[src/rtl/bsmt_pkg.sv]
// ----------------------------------------------------------------------------
// bsmt_pkg
// shared types, field layouts and constants for the backing store map table
// ----------------------------------------------------------------------------
`default_nettype none

package bsmt_pkg;

    // table geometry and limits
    localparam int DEF_NUM_ENTRIES = 8;
    localparam int PAGE_BYTES      = 4096;
    localparam int PAGE_SHIFT      = $clog2(PAGE_BYTES);
    localparam int MAX_PAGES       = 256;
    localparam int NUM_PROCS       = 64;
    localparam int OFFSET_LIMIT    = 1048575;

    // field widths
    localparam int MODE_W   = 3;
    localparam int PID_W    = 6;
    localparam int VADDR_W  = 32;
    localparam int SEL_W    = 3;
    localparam int BASE_W   = 20;
    localparam int COUNT_W  = 9;
    localparam int FOUND_W  = 3;
    localparam int OFFSET_W = 21;

    localparam int IN_DATA_W  = 80;
    localparam int OUT_DATA_W = 32;

    // page number of a byte address and the signed width of page minus base
    localparam int PAGE_W = VADDR_W - PAGE_SHIFT;
    localparam int DIFF_W = ((PAGE_W > BASE_W) ? PAGE_W : BASE_W) + 1;

    localparam logic signed [DIFF_W-1:0] LIM_POS = DIFF_W'(OFFSET_LIMIT);
    localparam logic signed [DIFF_W-1:0] LIM_NEG = -LIM_POS;

    typedef enum logic [MODE_W-1:0] {
        OP_ALLOC  = 3'd0,
        OP_FREE   = 3'd1,
        OP_LOOKUP = 3'd2,
        OP_MAP    = 3'd3,
        OP_UNMAP  = 3'd4
    } op_mode_t;

    // input beat, last field in the lowest bits
    typedef struct packed {
        logic [6:0]         fill;
        logic [COUNT_W-1:0] page_count;
        logic [BASE_W-1:0]  base_page;
        logic [SEL_W-1:0]   entry_sel;
        logic [VADDR_W-1:0] virt_addr;
        logic [PID_W-1:0]   proc_id;
        logic [MODE_W-1:0]  mode;
    } in_item_t;

    // result beat, last field in the lowest bits
    typedef struct packed {
        logic [6:0]                fill;
        logic signed [OFFSET_W-1:0] page_offset;
        logic [FOUND_W-1:0]        found_entry;
        logic                      status;
    } out_item_t;

    // controller to datapath
    typedef struct packed {
        logic load;
        logic scan_step;
        logic commit;
    } ctl_cmd_t;

    // datapath to controller
    typedef struct packed {
        logic scan_last;
        logic out_free;
    } dp_stat_t;

endpackage

`default_nettype wire

[src/rtl/bsmt_ctrl.sv]
// ----------------------------------------------------------------------------
// bsmt_ctrl
// sequencer: accept, walk the table one entry a cycle, commit the result
// ----------------------------------------------------------------------------
`default_nettype none

module bsmt_ctrl (
    input  wire logic                clk,
    input  wire logic                rst_n,
    input  wire logic                s_tvalid,
    output logic                     s_tready,
    input  wire bsmt_pkg::dp_stat_t  stat,
    output bsmt_pkg::ctl_cmd_t       cmd
);
    import bsmt_pkg::*;

    typedef enum logic [1:0] {
        ST_IDLE,
        ST_SCAN,
        ST_FINISH
    } state_t;

    state_t state_reg;
    state_t state_next;

    always_comb
    begin
        state_next = state_reg;
        unique case (state_reg)
            ST_IDLE:
            begin
                if (s_tvalid)
                begin
                    state_next = ST_SCAN;
                end
            end
            ST_SCAN:
            begin
                if (stat.scan_last)
                begin
                    state_next = ST_FINISH;
                end
            end
            ST_FINISH:
            begin
                if (stat.out_free)
                begin
                    state_next = ST_IDLE;
                end
            end
            default:
            begin
                state_next = ST_IDLE;
            end
        endcase
    end

    always_ff @(posedge clk or negedge rst_n)
    begin
        if (!rst_n)
        begin
            state_reg <= ST_IDLE;
        end
        else
        begin
            state_reg <= state_next;
        end
    end

    assign s_tready      = (state_reg == ST_IDLE);
    assign cmd.load      = (state_reg == ST_IDLE) && s_tvalid;
    assign cmd.scan_step = (state_reg == ST_SCAN);
    assign cmd.commit    = (state_reg == ST_FINISH) && stat.out_free;

endmodule

`default_nettype wire

[src/rtl/bsmt_datapath.sv]
// ----------------------------------------------------------------------------
// bsmt_datapath
// entry table, item registers, scan match, offset arithmetic, result register
// ----------------------------------------------------------------------------
`default_nettype none

module bsmt_datapath #(
    parameter int NUM_ENTRIES = bsmt_pkg::DEF_NUM_ENTRIES
) (
    input  wire logic                              clk,
    input  wire logic                              rst_n,
    input  wire logic [bsmt_pkg::IN_DATA_W-1:0]    s_tdata,
    output logic                                   m_tvalid,
    input  wire logic                              m_tready,
    output logic [bsmt_pkg::OUT_DATA_W-1:0]        m_tdata,
    input  wire bsmt_pkg::ctl_cmd_t                cmd,
    output bsmt_pkg::dp_stat_t                     stat
);
    import bsmt_pkg::*;

    localparam int ENTRY_W = (NUM_ENTRIES > 1) ? $clog2(NUM_ENTRIES) : 1;
    localparam logic [ENTRY_W-1:0] LAST_IDX = ENTRY_W'(NUM_ENTRIES - 1);

    // table; only the mapped flag is ever read without being mapped first,
    // so owner and base need no reset and a cleared entry just drops its flag
    logic [NUM_ENTRIES-1:0] mapped_reg;
    logic [PID_W-1:0]       owner_reg [NUM_ENTRIES];
    logic [BASE_W-1:0]      base_reg  [NUM_ENTRIES];

    in_item_t           item_reg;
    logic [ENTRY_W-1:0] idx_reg;
    logic               hit_reg;
    logic [ENTRY_W-1:0] hit_idx_reg;
    logic [BASE_W-1:0]  hit_base_reg;

    logic               m_valid_reg;
    out_item_t          m_data_reg;

    logic                       match;
    logic                       sel_ok;
    logic                       map_ok;
    logic [PAGE_W-1:0]          page;
    logic signed [DIFF_W-1:0]   diff;
    logic signed [DIFF_W-1:0]   diff_sat;
    logic                       res_status;
    logic [FOUND_W-1:0]         res_entry;
    logic signed [OFFSET_W-1:0] res_offset;
    logic                       wr_map;
    logic                       wr_clr;
    logic [ENTRY_W-1:0]         wr_idx;
    out_item_t                  res_item;

    // match at the current walk position
    always_comb
    begin
        match = 1'b0;
        unique case (item_reg.mode)
            OP_ALLOC:
            begin
                match = !mapped_reg[idx_reg];
            end
            OP_LOOKUP, OP_UNMAP:
            begin
                match = mapped_reg[idx_reg] && (owner_reg[idx_reg] == item_reg.proc_id);
            end
            default:
            begin
                match = 1'b0;
            end
        endcase
    end

    assign stat.scan_last = match || (idx_reg == LAST_IDX);
    assign stat.out_free  = !m_valid_reg || m_tready;

    always_ff @(posedge clk or negedge rst_n)
    begin
        if (!rst_n)
        begin
            hit_reg <= 1'b0;
        end
        else if (cmd.load)
        begin
            hit_reg <= 1'b0;
        end
        else if (cmd.scan_step && match)
        begin
            hit_reg <= 1'b1;
        end
    end

    always_ff @(posedge clk)
    begin
        if (cmd.load)
        begin
            item_reg <= in_item_t'(s_tdata);
            idx_reg  <= '0;
        end
        else if (cmd.scan_step)
        begin
            idx_reg <= idx_reg + 1'b1;
            if (match)
            begin
                hit_idx_reg  <= idx_reg;
                hit_base_reg <= base_reg[idx_reg];
            end
        end
    end

    // offset of the address page from the found base, clamped
    assign page = item_reg.virt_addr[VADDR_W-1:PAGE_SHIFT];
    assign diff = $signed(DIFF_W'(page)) - $signed(DIFF_W'(hit_base_reg));

    always_comb
    begin
        priority if (diff > LIM_POS)
        begin
            diff_sat = LIM_POS;
        end
        else if (diff < LIM_NEG)
        begin
            diff_sat = LIM_NEG;
        end
        else
        begin
            diff_sat = diff;
        end
    end

    assign sel_ok = (32'(item_reg.entry_sel) < NUM_ENTRIES);
    assign map_ok = sel_ok && (32'(item_reg.page_count) <= MAX_PAGES)
                    && (32'(item_reg.proc_id) < NUM_PROCS);

    // result and table update of the finished item
    always_comb
    begin
        res_status = 1'b1;
        res_entry  = '0;
        res_offset = '0;
        wr_map     = 1'b0;
        wr_clr     = 1'b0;
        wr_idx     = hit_idx_reg;
        unique case (item_reg.mode)
            OP_ALLOC:
            begin
                if (hit_reg)
                begin
                    res_status = 1'b0;
                    res_entry  = FOUND_W'(hit_idx_reg);
                end
            end
            OP_FREE:
            begin
                if (sel_ok)
                begin
                    res_status = 1'b0;
                    wr_clr     = 1'b1;
                    wr_idx     = ENTRY_W'(item_reg.entry_sel);
                end
            end
            OP_LOOKUP:
            begin
                if (hit_reg)
                begin
                    res_status = 1'b0;
                    res_entry  = FOUND_W'(hit_idx_reg);
                    res_offset = OFFSET_W'(diff_sat);
                end
            end
            OP_MAP:
            begin
                if (map_ok)
                begin
                    res_status = 1'b0;
                    wr_map     = 1'b1;
                    wr_idx     = ENTRY_W'(item_reg.entry_sel);
                end
            end
            OP_UNMAP:
            begin
                if (hit_reg)
                begin
                    res_status = 1'b0;
                    res_entry  = FOUND_W'(hit_idx_reg);
                    wr_clr     = 1'b1;
                end
            end
            default:
            begin
                res_status = 1'b1;
            end
        endcase
    end

    always_ff @(posedge clk or negedge rst_n)
    begin
        if (!rst_n)
        begin
            mapped_reg <= '0;
        end
        else if (cmd.commit && wr_map)
        begin
            mapped_reg[wr_idx] <= 1'b1;
        end
        else if (cmd.commit && wr_clr)
        begin
            mapped_reg[wr_idx] <= 1'b0;
        end
    end

    always_ff @(posedge clk)
    begin
        if (cmd.commit && wr_map)
        begin
            owner_reg[wr_idx] <= item_reg.proc_id;
            base_reg[wr_idx]  <= item_reg.base_page;
        end
    end

    // result register
    always_comb
    begin
        res_item             = '0;
        res_item.status      = res_status;
        res_item.found_entry = res_entry;
        res_item.page_offset = res_offset;
    end

    always_ff @(posedge clk or negedge rst_n)
    begin
        if (!rst_n)
        begin
            m_valid_reg <= 1'b0;
        end
        else if (cmd.commit)
        begin
            m_valid_reg <= 1'b1;
        end
        else if (m_tready)
        begin
            m_valid_reg <= 1'b0;
        end
    end

    always_ff @(posedge clk)
    begin
        if (cmd.commit)
        begin
            m_data_reg <= res_item;
        end
    end

    assign m_tvalid = m_valid_reg;
    assign m_tdata  = m_data_reg;

    // a result never overwrites one still waiting
    a_commit_free: assert property (@(posedge clk) disable iff (!rst_n)
        cmd.commit |-> (!m_valid_reg || m_tready))
        else $error("commit while result pending");

    a_commit_shows: assert property (@(posedge clk) disable iff (!rst_n)
        cmd.commit |=> m_valid_reg)
        else $error("committed result not presented");

    // the walk stops at the first hit
    a_walk_stops: assert property (@(posedge clk) disable iff (!rst_n)
        cmd.scan_step |-> !hit_reg)
        else $error("walk continued past a hit");

endmodule

`default_nettype wire

[src/rtl/backing_store_map_table_top.sv]
// ----------------------------------------------------------------------------
// backing_store_map_table_top
// table of backing store entries with allocate, free, lookup, map and unmap
// ----------------------------------------------------------------------------
//  channel  dir  beat payload
//  s_*      in   mode, proc_id, virt_addr, entry_sel, base_page, page_count
//  m_*      out  status, found_entry, page_offset
//
//  an item goes from accept to the next accept through the accept itself,
//  a walk over the entries at one per cycle that stops at the first hit,
//  and the commit; free and map walk every entry
//  s_tready is high only while the sequencer is idle; a finished result may
//  wait in the output register while the next item is taken
//  a stalled result holds the next item at its commit cycle
//  reset clears every entry to unmapped; no clearing pass is needed
// ----------------------------------------------------------------------------
`default_nettype none

module backing_store_map_table_top #(
    parameter int NUM_ENTRIES = bsmt_pkg::DEF_NUM_ENTRIES
) (
    input  wire logic                           clk,
    input  wire logic                           rst_n,
    // mode[2:0], proc_id[8:3], virt_addr[40:9], entry_sel[43:41],
    // base_page[63:44], page_count[72:64], zero[79:73]
    input  wire logic [bsmt_pkg::IN_DATA_W-1:0] s_tdata,
    input  wire logic                           s_tvalid,
    output logic                                s_tready,
    // status[0], found_entry[3:1], page_offset[24:4] (signed), zero[31:25]
    output logic [bsmt_pkg::OUT_DATA_W-1:0]     m_tdata,
    output logic                                m_tvalid,
    input  wire logic                           m_tready
);
    import bsmt_pkg::*;

    ctl_cmd_t cmd;
    dp_stat_t stat;

    // sequencer: idle, walk, commit
    bsmt_ctrl u_ctrl (
        .clk      (clk),
        .rst_n    (rst_n),
        .s_tvalid (s_tvalid),
        .s_tready (s_tready),
        .stat     (stat),
        .cmd      (cmd)
    );

    // table, match logic and result register
    bsmt_datapath #(
        .NUM_ENTRIES (NUM_ENTRIES)
    ) u_datapath (
        .clk      (clk),
        .rst_n    (rst_n),
        .s_tdata  (s_tdata),
        .m_tvalid (m_tvalid),
        .m_tready (m_tready),
        .m_tdata  (m_tdata),
        .cmd      (cmd),
        .stat     (stat)
    );

endmodule

`default_nettype wire
[config.mk]
export PLATFORM = sky130hd
export DESIGN_NAME = backing_store_map_table_top
export DESIGN_NICKNAME = d
export VERILOG_FILES = /design/src/rtl/bsmt_pkg.sv /design/src/rtl/bsmt_ctrl.sv /design/src/rtl/bsmt_datapath.sv /design/src/rtl/backing_store_map_table_top.sv
export SDC_FILE = /design/constraint.sdc
export NUM_CORES = 1
export LEC_CHECK = 0
export BUFFER_PORTS_ARGS = -buffer_cell sky130_fd_sc_hd__buf_2
export CAP_MARGIN = 20
export CORE_MARGIN = 3
export CORE_UTILIZATION = 60
export DETAILED_ROUTE_END_ITERATION = 6
export PLACE_DENSITY = 0.8
export SLEW_MARGIN = 20
export SYNTH_ARGS = -nofsm -noshare
export SYNTH_HDL_FRONTEND = slang
export SYNTH_HIERARCHICAL = 1
export SYNTH_SLANG_ARGS = --single-unit
export TNS_END_PERCENT = 1
[constraint.sdc]
create_clock -name clk -period 7.2 [get_ports clk]
set_input_delay 1.44 -clock clk [delete_from_list [all_inputs] [get_ports clk]]
set_output_delay 1.44 -clock clk [all_outputs]
set_load 0.01 [all_outputs]
==> run metrics <==
share of cells above drive strength 1 28.4%; critical path class flop to flop; num ports 118; Pre-antenna DRT Iters 5; VDD IR max 381 uV; Synth async-reset ratio 3.58%; Max Fclk 232 MHz; GRT Total Usage 22.8%; status finished clean; Detailed Place HPWL 15.3 mm; via count 6929; Final Cycle Share 59.8%; first-pass GRT wire length 41.6 mm; Gate Count Post-Synth 705; P_leak 5.28 nW; commonest non-fill, non-tap cell in the layout edfxtp_1; crit path launch type flop; H-tree levels 2; cts-stage hold buffer count 0; fin nets 925; CP cell instances ha_1 > fa_1 > nor2b_1 > o31a_1 > o221a_4 > a41oi_2 > o21bai_1 > xor2_1 > or4_1 > o31ai_2 > ha_1 > or3_1 > nor3_1; Starting DRT DRC Count 600; CTS Root Cell clkbuf_16; Initial Util 62.2%; max_cap viols 0; CTS tree built; r2r setup slk 2.89 ns; yosys warns 6; Psw 1.37 mW; WP data arrival 4.64 ns; Placer Congestion 0.870; Clock Skews 0.00859 ns; endpoints failing hold 0; Final setup viols 0; hold crit path type flop to flop; ranking of synthesized cells by area edfxtp_1, mux4_2, dfrtp_1; die area 0.0240 mm2; worst-path cell with the longest stage delay or3_1; # diodes 0; CP peak stage delay 0.63 ns; Post-Route WL 26.9 mm; post-cts sizing count 0; Worst-Skew Late Latency 0.51 ns; clk slew on worst S/H paths 0.06 ns; Avg Cell Area, Syn 18.9 um2; Yosys reg bits 335; wire length per cell 24.0 um; Clock Sinks 335; cell taking the most area after synthesis edfxtp_1; commonest non-fill, non-tap cells in the layout edfxtp_1, buf_2, mux4_2, clkbuf_16, nor2_1; Core ar. 0.0214 mm2; initial antenna violation count 0; grt ovf 0; RSZ-0062 raised after global routing false; Post-DRT Antenna Nets 0; number of flip-flops in the largest register 160; Final Instance Area 0.0152 mm2; pins over their slew limit 0; row cnt 53; most used cell, CP ha_1; number of buffers created by CTS 34; Crit. End Element flop; clk buf depth 3; Synth top area share 71.5%; number of global-route vias before repair 7269; Seq pwr share 47.8%; total placed instance area 0.0141 mm2; area grow syn2layout 14.1%; drt drc 0; Worst Tran Pin Value 1.04 ns; Clock Power Share 32.5%; worst path required time 7.53 ns; sw frac 26.3%; total power 5.20 mW; worst-path fanout max 11; Tmin final 4.31 ns; Die Y 155 um; largest net degree at the start of global routing 68; Vias per Instance 6.20; Post-Route Setup TNS 0 ns; final core occ 71.0%; setup bufs post-CTS 0; Buffers on Ports 91; Seq/Total Area, Yosys 74.6%; Combinational Power Share 19.7%; Synth Flop Type edfxtp_1; Post-Syn Area 0.0133 mm2; Yosys cell types 54; Power Density 342 mW/mm2; Die W 155 um; Slew headroom 30.7%; Post-synth EDFFs 317; cell internal pwr 3.83 mW
[stage by stage]
step	instances	hold slack, ns	setup slack, ns
6_report	1118	0.511	2.89
5_1_grt	1118	0.547	2.58
4_1_cts	1118	0.522	2.92
3_5_place_dp	1056	0.469	2.93
3_3_place_gp	1056	0.462	3.10
2_1_floorplan	711	0.432	2.39
[worst max-delay path: cells and delay by family (launching register included)]
kind            cells  cell delay [ns]
simple gates        4             1.58
xor+xnor            1             0.10
compound gates      5             1.08
flops               1             0.36
fa+ha+maj           3             1.00
[Yosys cell counts, drive strengths merged (2+ instances only)]
| master | n |
|---|---|
| nand2b | 13 |
| nor3 | 3 |
| nand3 | 3 |
| and4 | 3 |
| mux2 | 22 |
| o21a | 8 |
| dfrtp | 12 |
| nand4 | 3 |
| inv | 26 |
| o21bai | 2 |
| mux2i | 11 |
| xor2 | 8 |
| nor4 | 5 |
| clkbuf | 13 |
| and2 | 4 |
| nor3b | 11 |
| mux4 | 54 |
| a31oi | 2 |
| edfxtp | 317 |
| dfxtp | 6 |
| buf | 13 |
| nand2 | 14 |
| a21o | 8 |
| xnor2 | 13 |
| or3 | 2 |
| nor2 | 36 |
| o31a | 2 |
| or2 | 3 |
| o21ai | 27 |
| nor2b | 4 |
| ha | 23 |
| o31ai | 2 |
| a21oi | 18 |
[final timing paths]
check | startpoint | to | cells past startpoint
worst max-delay path | u_datapath/hit_base_reg[0]$_DFFE_PP_ | u_datapath/m_tdata[7]$_SDFFCE_PN0P_ | 13
worst min-delay path | u_datapath/hit_reg$_DFFE_PN0P_ | u_datapath/hit_reg$_DFFE_PN0P_ | 1
worst max register to register | u_datapath/hit_base_reg[0]$_DFFE_PP_ | u_datapath/m_tdata[7]$_SDFFCE_PN0P_ | 13
worst min register to register | u_datapath/hit_reg$_DFFE_PN0P_ | u_datapath/hit_reg$_DFFE_PN0P_ | 1
max in group asynchronous | rst_n | asynchronous set/reset pin | 1
min in group asynchronous | rst_n | u_datapath/m_tvalid$_DFFE_PN0P_ | 1
[area by class of cell]
cell class	instances	area (um2)
Multi-Input combinational cell	324	3250
Sequential cell	335	9940
Tap cell	275	344
Inverter	26	97.6
Timing Repair Buffer	96	493
Fill cell	1234	6220
Clock buffer	49	947
Clock inverter	13	133
[cells by family (layout without fill, tap and decap cells)]
kind of cell	count (synthesis)	after routing	synth area share (%)
AO/OA/AOI/OAI	78	78	3.93
XOR/XNOR	21	21	1.38
adder cells (fa/ha/maj)	24	24	2.31
buffers and inverters	52	184	1.69
flip-flops	335	335	74.6
multiplexers	87	87	11.8
other	1	7	0.0282
AND/OR/NAND/NOR	107	107	4.23
[power groups by stage]
stage | sequential [mW] | combinational (mW) | clock (mW)
after global routing | 2.51 | 1.11 | 1.80
after global placement | 2.51 | 0.959 | 0
after CTS | 2.49 | 1.02 | 1.72
after detailed placement | 2.53 | 0.997 | 0
after floorplan | 2.45 | 0.812 | 0
final | 2.49 | 1.02 | 1.69
[metal layers]
metal	track usage [%]	up-vias	routed length (um)
li1	-	3013	-
met1	30.9	3473	10400
met2	38.1	383	13600
met3	4.42	60	2260
met4	7.28	0	640
met5	0	-	0
Power figures use the tool's default switching activity.
